[src/hw/rtl/tts_pkg.sv]
// Shared types, codes and defaults for the tick task slot scheduler
`timescale 1ns / 1ps
`default_nettype none

package tts_pkg;

	localparam int unsigned NUM_SLOTS_DEF  = 8;
	localparam int unsigned DELAY_BITS_DEF = 16;

	localparam logic REQ_REGISTER = 1'b0;
	localparam logic REQ_TICK     = 1'b1;

	typedef enum logic [1:0] {
		KIND_REG  = 2'd0,
		KIND_FIRE = 2'd1,
		KIND_IDLE = 2'd2
	} kind_t;

	typedef enum logic [1:0] {
		ST_OK    = 2'd0,
		ST_TAKEN = 2'd1,
		ST_RANGE = 2'd2
	} status_t;

	typedef struct packed {
		kind_t      kind;
		status_t    status;
		logic [2:0] fired_slot;
		logic       last;
	} res_t;

	typedef struct packed {
		logic vld;
		res_t res;
	} push_t;

endpackage

`default_nettype wire

[src/hw/rtl/tts_mem.sv]
// Slot table memory: one write port, one registered read port
`timescale 1ns / 1ps
`default_nettype none

module tts_mem #(
	parameter int unsigned DEPTH = tts_pkg::NUM_SLOTS_DEF,
	parameter int unsigned WIDTH = 2 * tts_pkg::DELAY_BITS_DEF,
	localparam int unsigned AW = (DEPTH > 1) ? $clog2(DEPTH) : 1
) (
	input  wire logic             clk,
	input  wire logic             we,
	input  wire logic [AW-1:0]    waddr,
	input  wire logic [WIDTH-1:0] wdata,
	input  wire logic             re,
	input  wire logic [AW-1:0]    raddr,
	output logic      [WIDTH-1:0] rdata
);

	logic [WIDTH-1:0] ram_q [DEPTH];
	logic [WIDTH-1:0] rdata_q;

	always_ff @(posedge clk) begin
		if (we) begin
			ram_q[waddr] <= wdata;
		end
	end

	always_ff @(posedge clk) begin
		if (re) begin
			rdata_q <= ram_q[raddr];
		end
	end

	assign rdata = rdata_q;

endmodule

`default_nettype wire

[src/hw/rtl/tts_ctrl.sv]
// Sequencer: registration, slot walk with read-modify-write, result ordering
`timescale 1ns / 1ps
`default_nettype none

module tts_ctrl #(
	parameter int unsigned NUM_SLOTS  = tts_pkg::NUM_SLOTS_DEF,
	parameter int unsigned DELAY_BITS = tts_pkg::DELAY_BITS_DEF,
	localparam int unsigned IDX_W = (NUM_SLOTS > 1) ? $clog2(NUM_SLOTS) : 1,
	localparam int unsigned ENT_W = 2 * DELAY_BITS
) (
	input  wire logic              clk,
	input  wire logic              arst_n,
	input  wire logic              in_valid,
	output logic                   in_ready,
	input  wire logic              req_type,
	input  wire logic [7:0]        slot,
	input  wire logic [15:0]       first_delay,
	input  wire logic [15:0]       period,
	input  wire logic              start_ready,
	input  wire logic              out_free,
	output tts_pkg::push_t         push,
	output logic                   mem_we,
	output logic      [IDX_W-1:0]  mem_waddr,
	output logic      [ENT_W-1:0]  mem_wdata,
	output logic                   mem_re,
	output logic      [IDX_W-1:0]  mem_raddr,
	input  wire logic [ENT_W-1:0]  mem_rdata
);

	typedef enum logic [2:0] {
		S_IDLE = 3'b001,
		S_WALK = 3'b010,
		S_FIN  = 3'b100
	} state_t;

	state_t                 state_q, state_d;
	logic [NUM_SLOTS-1:0]   used_q, rdy_q;
	logic                   pend_vld_q;
	logic [IDX_W-1:0]       pend_q;
	logic [IDX_W-1:0]       idx_s1;
	tts_pkg::kind_t         fin_kind_q;
	tts_pkg::status_t       fin_status_q;

	logic                   accept;
	logic                   in_rng;
	logic [IDX_W-1:0]       reg_idx;
	tts_pkg::status_t       reg_status;
	logic [DELAY_BITS-1:0]  dly, per, per_fix;
	logic [DELAY_BITS-1:0]  cnt, rper, cnt_nxt;
	logic                   active, fire, stall, is_last;

	assign in_ready = (state_q == S_IDLE);
	assign accept   = in_valid && in_ready;

	assign in_rng  = slot < 8'(NUM_SLOTS);
	assign reg_idx = slot[IDX_W-1:0];

	always_comb begin
		priority if (!in_rng) begin
			reg_status = tts_pkg::ST_RANGE;
		end else if (used_q[reg_idx]) begin
			reg_status = tts_pkg::ST_TAKEN;
		end else begin
			reg_status = tts_pkg::ST_OK;
		end
	end

	assign dly     = DELAY_BITS'(first_delay);
	assign per     = DELAY_BITS'(period);
	assign per_fix = (per == '0) ? DELAY_BITS'(1) : per;

	assign cnt     = mem_rdata[ENT_W-1:DELAY_BITS];
	assign rper    = mem_rdata[DELAY_BITS-1:0];
	assign active  = used_q[idx_s1] && rdy_q[idx_s1];
	assign fire    = active && (cnt == '0);
	// hold the walk when an earlier fire event cannot be handed to the output
	assign stall   = fire && pend_vld_q && !out_free;
	assign is_last = (idx_s1 == IDX_W'(NUM_SLOTS - 1));
	// reload before decrement, so a zero countdown never wraps
	assign cnt_nxt = (fire ? rper : cnt) - DELAY_BITS'(1);

	always_comb begin
		state_d   = state_q;
		mem_we    = 1'b0;
		mem_waddr = idx_s1;
		mem_wdata = {cnt_nxt, rper};
		mem_re    = 1'b0;
		mem_raddr = idx_s1;
		push.vld  = 1'b0;
		push.res  = '{kind: tts_pkg::KIND_FIRE, status: tts_pkg::ST_OK,
			fired_slot: 3'(pend_q), last: 1'b0};
		unique case (state_q)
			S_IDLE: begin
				if (accept) begin
					if (req_type == tts_pkg::REQ_TICK) begin
						mem_re    = 1'b1;
						mem_raddr = '0;
						state_d   = S_WALK;
					end else begin
						state_d = S_FIN;
						if (reg_status == tts_pkg::ST_OK) begin
							mem_we    = 1'b1;
							mem_waddr = reg_idx;
							mem_wdata = {dly, per_fix};
						end
					end
				end
			end
			S_WALK: begin
				// on a stall re-read the same slot; nothing was written to it
				mem_re = 1'b1;
				if (!stall) begin
					mem_we   = active;
					push.vld = fire && pend_vld_q;
					if (is_last) begin
						state_d = S_FIN;
					end else begin
						mem_raddr = idx_s1 + 1'b1;
					end
				end
			end
			S_FIN: begin
				if (out_free) begin
					push.vld = 1'b1;
					push.res = '{kind: fin_kind_q, status: fin_status_q,
						fired_slot: 3'(pend_q), last: 1'b1};
					state_d  = S_IDLE;
				end
			end
			default: begin
				state_d = S_IDLE;
			end
		endcase
	end

	always_ff @(posedge clk or negedge arst_n) begin
		if (!arst_n) begin
			state_q    <= S_IDLE;
			used_q     <= '0;
			rdy_q      <= '0;
			pend_vld_q <= 1'b0;
		end else begin
			state_q <= state_d;
			if (accept) begin
				pend_vld_q <= 1'b0;
				if (req_type == tts_pkg::REQ_REGISTER && reg_status == tts_pkg::ST_OK) begin
					used_q[reg_idx] <= 1'b1;
					rdy_q[reg_idx]  <= start_ready;
				end
			end else if (state_q == S_WALK && !stall && fire) begin
				pend_vld_q <= 1'b1;
			end
		end
	end

	always_ff @(posedge clk) begin
		if (accept) begin
			idx_s1 <= '0;
			pend_q <= '0;
			if (req_type == tts_pkg::REQ_TICK) begin
				fin_kind_q   <= tts_pkg::KIND_IDLE;
				fin_status_q <= tts_pkg::ST_OK;
			end else begin
				fin_kind_q   <= tts_pkg::KIND_REG;
				fin_status_q <= reg_status;
			end
		end else if (state_q == S_WALK && !stall) begin
			if (fire) begin
				pend_q <= idx_s1;
			end
			if (!is_last) begin
				idx_s1 <= idx_s1 + 1'b1;
			end else if (fire || pend_vld_q) begin
				fin_kind_q <= tts_pkg::KIND_FIRE;
			end
		end
	end

endmodule

`default_nettype wire

[src/hw/rtl/tick_task_slot_scheduler.sv]
// Top level of the tick task slot scheduler
//
//  channel | valid / ready         | payload
//  --------+-----------------------+------------------------------------------------
//  in      | in_valid / in_ready   | req_type, slot, first_delay, period, start_ready
//  out     | out_valid / out_ready | kind, status, fired_slot, last
//
// A register item updates the slot in the transfer cycle; S_FIN then loads the
// status result. A tick walks one slot a cycle, unless a stall holds the walk,
// through the single read port of the slot memory, then loads the final result.
// A stalled output holds the walk only when a second fire event must be handed on.
// Reset clears all slots at once; no clearing pass is needed.
`timescale 1ns / 1ps
`default_nettype none

module tick_task_slot_scheduler #(
	parameter int unsigned NUM_SLOTS  = tts_pkg::NUM_SLOTS_DEF,
	parameter int unsigned DELAY_BITS = tts_pkg::DELAY_BITS_DEF
) (
	input  wire logic        clk,
	input  wire logic        arst_n,
	input  wire logic        in_valid,
	output logic             in_ready,
	input  wire logic        req_type,
	input  wire logic [7:0]  slot,
	input  wire logic [15:0] first_delay,
	input  wire logic [15:0] period,
	input  wire logic        start_ready,
	output logic             out_valid,
	input  wire logic        out_ready,
	output logic      [1:0]  kind,
	output logic      [1:0]  status,
	output logic      [2:0]  fired_slot,
	output logic             last
);

	localparam int unsigned IDX_W = (NUM_SLOTS > 1) ? $clog2(NUM_SLOTS) : 1;
	localparam int unsigned ENT_W = 2 * DELAY_BITS;

	tts_pkg::push_t    push;
	tts_pkg::res_t     out_res_q;
	logic              out_vld_q;
	logic              out_free;
	logic              mem_we, mem_re;
	logic [IDX_W-1:0]  mem_waddr, mem_raddr;
	logic [ENT_W-1:0]  mem_wdata, mem_rdata;

	assign out_free = !out_vld_q || out_ready;

	tts_ctrl #(
		.NUM_SLOTS  (NUM_SLOTS),
		.DELAY_BITS (DELAY_BITS)
	) u_ctrl (
		.clk         (clk),
		.arst_n      (arst_n),
		.in_valid    (in_valid),
		.in_ready    (in_ready),
		.req_type    (req_type),
		.slot        (slot),
		.first_delay (first_delay),
		.period      (period),
		.start_ready (start_ready),
		.out_free    (out_free),
		.push        (push),
		.mem_we      (mem_we),
		.mem_waddr   (mem_waddr),
		.mem_wdata   (mem_wdata),
		.mem_re      (mem_re),
		.mem_raddr   (mem_raddr),
		.mem_rdata   (mem_rdata)
	);

	tts_mem #(
		.DEPTH (NUM_SLOTS),
		.WIDTH (ENT_W)
	) u_mem (
		.clk   (clk),
		.we    (mem_we),
		.waddr (mem_waddr),
		.wdata (mem_wdata),
		.re    (mem_re),
		.raddr (mem_raddr),
		.rdata (mem_rdata)
	);

	always_ff @(posedge clk or negedge arst_n) begin
		if (!arst_n) begin
			out_vld_q <= 1'b0;
		end else if (push.vld) begin
			out_vld_q <= 1'b1;
		end else if (out_ready) begin
			out_vld_q <= 1'b0;
		end
	end

	always_ff @(posedge clk) begin
		if (push.vld) begin
			out_res_q <= push.res;
		end
	end

	assign out_valid  = out_vld_q;
	assign kind       = out_res_q.kind;
	assign status     = out_res_q.status;
	assign fired_slot = out_res_q.fired_slot;
	assign last       = out_res_q.last;

endmodule

`default_nettype wire

[config.mk]
export PLATFORM = sky130hd
export DESIGN_NAME = tick_task_slot_scheduler
export DESIGN_NICKNAME = d
export VERILOG_FILES = /design/src/hw/rtl/tts_pkg.sv /design/src/hw/rtl/tts_mem.sv /design/src/hw/rtl/tts_ctrl.sv /design/src/hw/rtl/tick_task_slot_scheduler.sv
export SDC_FILE = /design/constraint.sdc
export NUM_CORES = 1
export LEC_CHECK = 0
export BUFFER_PORTS_ARGS = -buffer_cell sky130_fd_sc_hd__buf_2
export CAP_MARGIN = 20
export CELL_PAD_IN_SITES_DETAIL_PLACEMENT = 1
export CELL_PAD_IN_SITES_GLOBAL_PLACEMENT = 1
export CORE_ASPECT_RATIO = 0.9
export CORE_MARGIN = 4
export CORE_UTILIZATION = 35
export CTS_CLUSTER_DIAMETER = 80
export DETAILED_ROUTE_END_ITERATION = 10
export PLACE_DENSITY_LB_ADDON = 0.1
export RECOVER_POWER = 50
export SYNTH_ARGS = -nofsm -noshare
export SYNTH_HDL_FRONTEND = slang
export SYNTH_SLANG_ARGS = --single-unit
export TNS_END_PERCENT = 20
[constraint.sdc]
create_clock -name clk -period 8.3 [get_ports clk]
set_input_delay 0.415 -clock clk [delete_from_list [all_inputs] [get_ports clk]]
set_output_delay 0.415 -clock clk [all_outputs]
set_load 0.1 [all_outputs]
Word level (Yosys, flattened, before mapping):

Memories as Yosys holds them, arrays and structs flattened. A register that Yosys moved wholly into a read port is not among the register bits.
Cells that the tools add are included.

* flip-flop bits (word level): 39
* RAM bits: 256
* bits of input ports: 46
* output and inout port bits: 10
* word-level logic and storage cells: 112
* memories kept: 1

Memories
* u_mem.ram_q: words 8, width 32, read ports 1, clocked after Yosys merged registers in 1, wr ports 1, RTL line tts_mem.sv:19 `logic [WIDTH-1:0] ram_q [DEPTH];`

* add/subtract/negate cells: 2
* magnitude comparators: 4
* eq/ne operators: 8
* muxes and demuxes: 55
* bitwise operators: 2
* reduce and logical (&&, ||, !) cells: 27

Operator list (number)
* 2-to-1 mux 32 bit: 4
* 2-to-1 mux 3 bit: 13
* zero test 16 bit: 2
* 2-to-1 mux 16 bit: 2
* 2-to-1 mux 1 bit: 18
* subtractor 16 x 1 -> 16 bit, second input constant: 1
* 2-to-1 mux 2 bit: 6
* nonzero test 2 bit: 5
* binary-select mux 1 bit (select 3 bit): 3
* logical AND 1 bit: 9
* 2-to-1 mux 9 bit: 1
* case mux 3 bit (3 select lines): 1
* bitwise mux 8 bit: 1
* less-than comparator 3 x 4 -> 1 bit, second input constant: 2
* less-than comparator 8 x 4 -> 1 bit, second input constant: 1
* OR 8 bit: 1
* equality test 3 bit, second input constant: 2
* case mux 1 bit (2 select lines): 3
* case mux 3 bit (2 select lines): 1
* AND reduction 2 bit: 3
* 2-to-1 mux 4 bit: 1
* inequality test 2 x 1 -> 1 bit, second input constant: 2
* inequality test 2 bit, second input constant: 2
* AND reduction 4 bit: 1
* other kinds (10): 13

Longest topological paths before layout:

* word-level depth: 11
* mapped depth: 14
* depth with buffers taken out: 12

Modules after synthesis:

A second synthesis with hierarchy kept.

* cell total of the unflattened synthesis: 784
* area, all modules: 13721.9 µm²

Modules (own cells, without submodules)
* tts_mem: instances 1, cells an instance 415, area each 10786.6 µm², seq. area each 8648.3 µm²
* tts_ctrl: instances 1, cells an instance 358, area each 2647.5 µm², seq. area each 742.0 µm²
* tick_task_slot_scheduler: instances 1, cells an instance 11, area each 287.8 µm², seq. area each 265.3 µm²

Worst setup path after synthesis:

OpenSTA, ideal clock, no wires.

* kind: register -> register
* from: reg out_vld_q, in the netlist out_valid
* to: mem u_mem.ram_q[2][0] (netlist bit), enable pin
* setup time: 466 ps
* arrival: 3937 ps
* data required time: 7834 ps
* setup slack: 3897 ps
* cell stages (with the launch flop): 7
* path buffers: 0
* clock period less this slack: 4403 ps
* cells stage by stage: dfrtp_1 > nor2b_1 > nand3_1 > nor4_4 > nor2_1 > nand4b_1 > o21ai_0

* longest elaborated chain between the ends: 8

Ends and longest elaborated chain
* from (decl): RTL line tick_task_slot_scheduler.sv:42 `logic out_vld_q;`
* from (signal assigned): RTL line tick_task_slot_scheduler.sv:88 `out_vld_q <= 1'b0;`
* from (signal assigned): RTL line tick_task_slot_scheduler.sv:90 `out_vld_q <= 1'b1;`
* from (signal assigned): RTL line tick_task_slot_scheduler.sv:92 `out_vld_q <= 1'b0;`
* zero test 1 bit: RTL line tick_task_slot_scheduler.sv:48 `assign out_free = !out_vld_q || out_ready;`
* logical OR 1 bit: RTL line tick_task_slot_scheduler.sv:48
* zero test 1 bit: RTL line tts_ctrl.sv:77 `assign stall = fire && pend_vld_q && !out_free;`
* logical AND 1 bit: RTL line tts_ctrl.sv:77
* 2-to-1 mux 1 bit: RTL line tts_ctrl.sv:112 `if (!stall) begin`
* case mux 1 bit (2 select lines): RTL line tts_ctrl.sv:92 `unique case (state_q)`
* 2-to-1 mux 1 bit: RTL line tts_mem.sv:23 `if (we) begin`
* 2-to-1 mux 1 bit (implied by the code): RTL line tts_mem.sv:24 `ram_q[waddr] <= wdata;`
* to (decl): RTL line tts_mem.sv:19

No other way between the ends.

Final worst setup path:

* from: reg u_ctrl.state_q[0]
* to: mem u_mem.ram_q[2][1] (netlist bit), enable pin

* longest elaborated chain between the ends: 6
* elaborated cells on any way between the ends: 9
* those cells by class: eq/ne: 2; mux: 6; reduce/logical: 1

Ends and longest elaborated chain
* from (decl): RTL line tts_ctrl.sv:36 `state_t state_q, state_d;`
* from (signal assigned): RTL line tts_ctrl.sv:143 `state_q <= state_d;`
* equality test 3 x 1 -> 1 bit: RTL line tts_ctrl.sv:52, tts_ctrl.sv:92
* logical AND 1 bit: RTL line tts_ctrl.sv:53 `assign accept = in_valid && in_ready;`
* 2-to-1 mux 1 bit: RTL line tts_ctrl.sv:94 `if (accept) begin`
* case mux 1 bit (2 select lines): RTL line tts_ctrl.sv:92
* 2-to-1 mux 1 bit: RTL line tts_mem.sv:23
* 2-to-1 mux 1 bit (implied by the code): RTL line tts_mem.sv:24

Parallel ways exist; a longest one is shown, timed or not.

==> impl_summary.md <==
Die
Pin placement for this block handled 56 I/O pins. The horizontal die dimension is 221 um. Row generation in the floorplan step produced 69 rows.

The floorplan step set the die height to 200 um. The floorplan core area is 39900 um2. The initial utilization of the core area, before any placement, comes to 0.358.

The total die area is 44100 um2.

STA
The number of hold violations in the final report is 0. The final setup TNS is 0 ns. In the finished design, the share of the clock period the worst path needs comes to 0.725.

The transition at the pin with the smallest max-transition slack is 2.63 ns. The clock period minus final worst setup slack is 6.02 ns. Based on the critical path, the design can be clocked at up to 0.166 GHz. In the post-route analysis, the smallest setup slack over all paths is 2.28 ns. Across the routed clock network, the largest skew measured is 0.0256 ns. The count of final max-slew check failures is 176. Measured against its own limit, the worst slew margin works out to -0.754. The total setup violations reported at the end of the flow is 0. Setup repair after global routing left no endpoint under its margin.

Global routing
The number of global-route vias before repair is slightly above 10000. The initial antenna violation count is 0. In the global route stage, overall resource usage came out at 0.193. The first global-routing pass estimated 65.2 mm of wire. The total congestion overflow is 0. The maximum number of pins on one net before global-route repair is 99.

Pwr
The total power density per cell area is 262 nW/um2. The design draws between 4 and 5 mW. IR analysis of the VDD net gives a maximum drop of 177 uV. Summed over all cells, the static leakage comes to 5.41 nW.

Route
The routed layout has slightly below 10000 vias. The number of violations reported at the end of detailed-routing iteration 0 is 795. The total wirelength of the detailed-routed design is around 43 mm. The per-cell via count in the routed design is between 5 and 6.

The remaining antenna violation count after routing is 0. The post-detailed-route DRC marker count is 0. Dividing the detail-routed wire length by the instance count gives about 25 um. The first detailed-routing pass ran for 5 iterations.

Clocking
The H-tree generated during clock tree synthesis spans 2 levels. Clock tree synthesis selected as its root buffer the cell sky130_fd_sc_hd__clkbuf_16. The tree built by TritonCTS fans out to between 300 and 400 sinks.

The number of post-CTS setup repair buffers is 0. Counting along the longest clock path gives a buffer depth of 3. The clock latency reported for the late side of the worst-skew pair is 0.54 ns.

TritonCTS built the clock tree. The number of buffers added by the clock tree synthesis step is 38. The clock transition time at the flip-flop clock pins of the worst setup and hold paths is roughly 0.060 ns.

Place
The setup slack at placement is roughly 3.8 ns. The congestion estimate from routability-driven global placement came to 0.750. Buffers placed on the I/O ports in this run total 55.

In this run the cell area measured after placement is 15100 um2. Detailed placement finished with a half-perimeter wire length of 24.0 mm.

Synthesis
The total nets after synthesis is 1210. The flip-flop cell with the highest count after synthesis is sky130_fd_sc_hd__edfxtp_1. During synthesis, Yosys emitted a total of 0 warnings.

The number of synthesized flops with an enable pin is 300. The top cell type's share of synthesized area is 0.631. The post-synthesis cell type count is 65. The average cell area after synthesis is around 12 um2.

The count of mapped cells out of synthesis is 1162. The cell taking the most area after synthesis is sky130_fd_sc_hd__edfxtp_1. The share of the Yosys chip area taken by registers is 0.676. Sorting the synthesized cells by area gives the leading types as sky130_fd_sc_hd__edfxtp_1 63%, sky130_fd_sc_hd__nand3_1 9.3%, sky130_fd_sc_hd__o21ai_0 5.0%. The cell area after synthesis is between 10000 and 15000 um2. The async set or reset register ratio after synthesis is 0.0642. The cell with the most instances after synthesis is sky130_fd_sc_hd__edfxtp_1. Ranked by instance count, the synthesized netlist is headed by 300 x sky130_fd_sc_hd__edfxtp_1, 265 x sky130_fd_sc_hd__nand3_1, 142 x sky130_fd_sc_hd__o21ai_0, 87 x sky130_fd_sc_hd__nand2_1, 42 x sky130_fd_sc_hd__clkbuf_1. The synthesized flop and latch total is 327.

Final layout
In the final layout, the multi-input gates occupy 4270 um2. Summing all flip-flop and latch instances after layout gives ~9700 um2. The repair_antennas step left the layout with diodes totalling 0. The total non-filler cell area in the finished layout is 16100 um2.

Of the cells placed in the final design, the portion with a size suffix greater than 1 is 0.125. The count of fill cells added during filler insertion is about 4300. Compared with the post-synthesis result, the final layout area differs by 13.0%. The post-layout net count is between 1000 and 1500.

Setup path
The type of the worst setup path is reg2reg. Data arrives at the worst endpoint at 6.11 ns. STA classifies the critical path endpoint as a register.

The category of the worst setup path launch point is a register. At the worst endpoint, the required time is ~8.4 ns. Along the worst path, the maximum fanout reaches 38.

Run
Across the run, the number of max-cap violations was 6.

Outcome
The checks that failed: max-capacitance violations, max-slew violations. The flow ran to the end, but the final reports show violations.

Worst hold path
The classification of the worst-slack hold path is in2reg.
-- cells in the final DEF (no fill, tap or decap), drive strengths merged, types with 4 or more instances in the layout --
cell type	instances
inv	7
and4	32
edfxtp	300
xor2	5
and2	6
a31oi	10
nor4	8
clkbuf	64
clkinv	16
dfxtp	6
dfrtp	20
o21bai	4
a21oi	21
nor3	14
nand3	266
o21ai	143
nand3b	6
nand2b	8
mux2i	8
nor2	34
buf	59
mux2	10
or4	5
or2	11
nand2	87
o211ai	6
nor2b	8
or3	10
and3	4
-- cells by family after synthesis --
kind of cell,after synthesis,share of synthesized area
AO/OA/AOI/OAI,206,0.0822
adder cells (fa/ha/maj),2,0.00175
AND/OR/NAND/NOR,509,0.189
multiplexers,20,0.0166
buffers and inverters,91,0.0297
flip-flops,327,0.676
XOR/XNOR,7,0.00429
-- worst max-delay path, cell delays in order (launching register included) --
cell	delay [ns]
sky130_fd_sc_hd__dfstp_1	0.42
sky130_fd_sc_hd__nand2_1	0.10
sky130_fd_sc_hd__or3_1	0.18
sky130_fd_sc_hd__inv_1	0.21
sky130_fd_sc_hd__nand3_1	0.12
sky130_fd_sc_hd__clkbuf_1	1.56
sky130_fd_sc_hd__nand4b_1	0.74
sky130_fd_sc_hd__o21ai_4	0.31
sky130_fd_sc_hd__clkbuf_1	1.88
-- report_power, final --
group	switching, mW	total [mW]	internal, mW
clock network	0.674	1.55	0.881
logic	0.445	0.622	0.177
registers	0.0854	2.05	1.97
-- state kept, by name, indices dropped and copies added (netlist names) --
name	count
fired_slot	3
u_ctrl.state_q	3
u_mem.ram_q	256
u_ctrl.rdy_q	8
u_ctrl.idx_s1	3
u_ctrl.fin_kind_q	2
last	1
u_ctrl.pend_q	3
u_mem.rdata	32
kind	2
out_valid	1
u_ctrl.pend_vld_q	1
status	2
u_ctrl.fin_status_q	2
u_ctrl.used_q	8
-- path summary, 6_finish.rpt --
| path | startpoint | endpoint | slack, ns | cells past startpoint |
|---|---|---|---|---|
| max | u_ctrl.state_q[0]$_DFFE_PN1P_ | u_mem.ram_q[2][1]$_DFFE_PP_ | 2.28 | 8 |
| min | slot[6] | u_ctrl.fin_status_q[1]$_SDFFCE_PP0P_ | 0.24 | 3 |
| max reg2reg | u_ctrl.state_q[0]$_DFFE_PN1P_ | u_mem.ram_q[2][1]$_DFFE_PP_ | 2.28 | 8 |
| min reg2reg | u_ctrl.pend_q[2]$_SDFFE_PP0P_ | fired_slot[2]$_DFFE_PP_ | 0.45 | 0 |
| max in group asynchronous | arst_n | out_valid$_DFFE_PN0P_ | 6.82 | 2 |
| min in group asynchronous | arst_n | u_ctrl.rdy_q[7]$_DFFE_PN0P_ | 0.70 | 2 |
-- timing repair --
item                                   in CTS  in global routing
gates resized for setup                     0                  0
endpoints found under the hold margin      20                  0
hold buffers                                1                  0
-- area by class of cell --
cell class              count  share of cell area
well taps                 532              0.0412
clock inverters            21             0.00938
multi-input cells         744               0.264
inverters                   3            0.000698
repair buffers             77              0.0252
flip-flops and latches    327               0.598
clock buffers              47              0.0610
-- layer usage --
metal,vias up,global-route usage,wire (um)
met5,-,0,0
met4,0,0.0349,536
met3,40,0.0294,1700
met2,173,0.316,20000
met1,5070,0.278,20800
li1,4490,-,-
-- per-stage QoR --
step	util	hold WS (ns)	std cells
finish	0.405	0.245	1751
floorplan	-	0.119	1162
detailed placement	0.378	0.431	1681
global placement	0.378	0.432	1681
CTS	0.407	0.223	1750
global route	0.405	0.254	1751
Note: power is estimated with default switching activity, not from simulation.
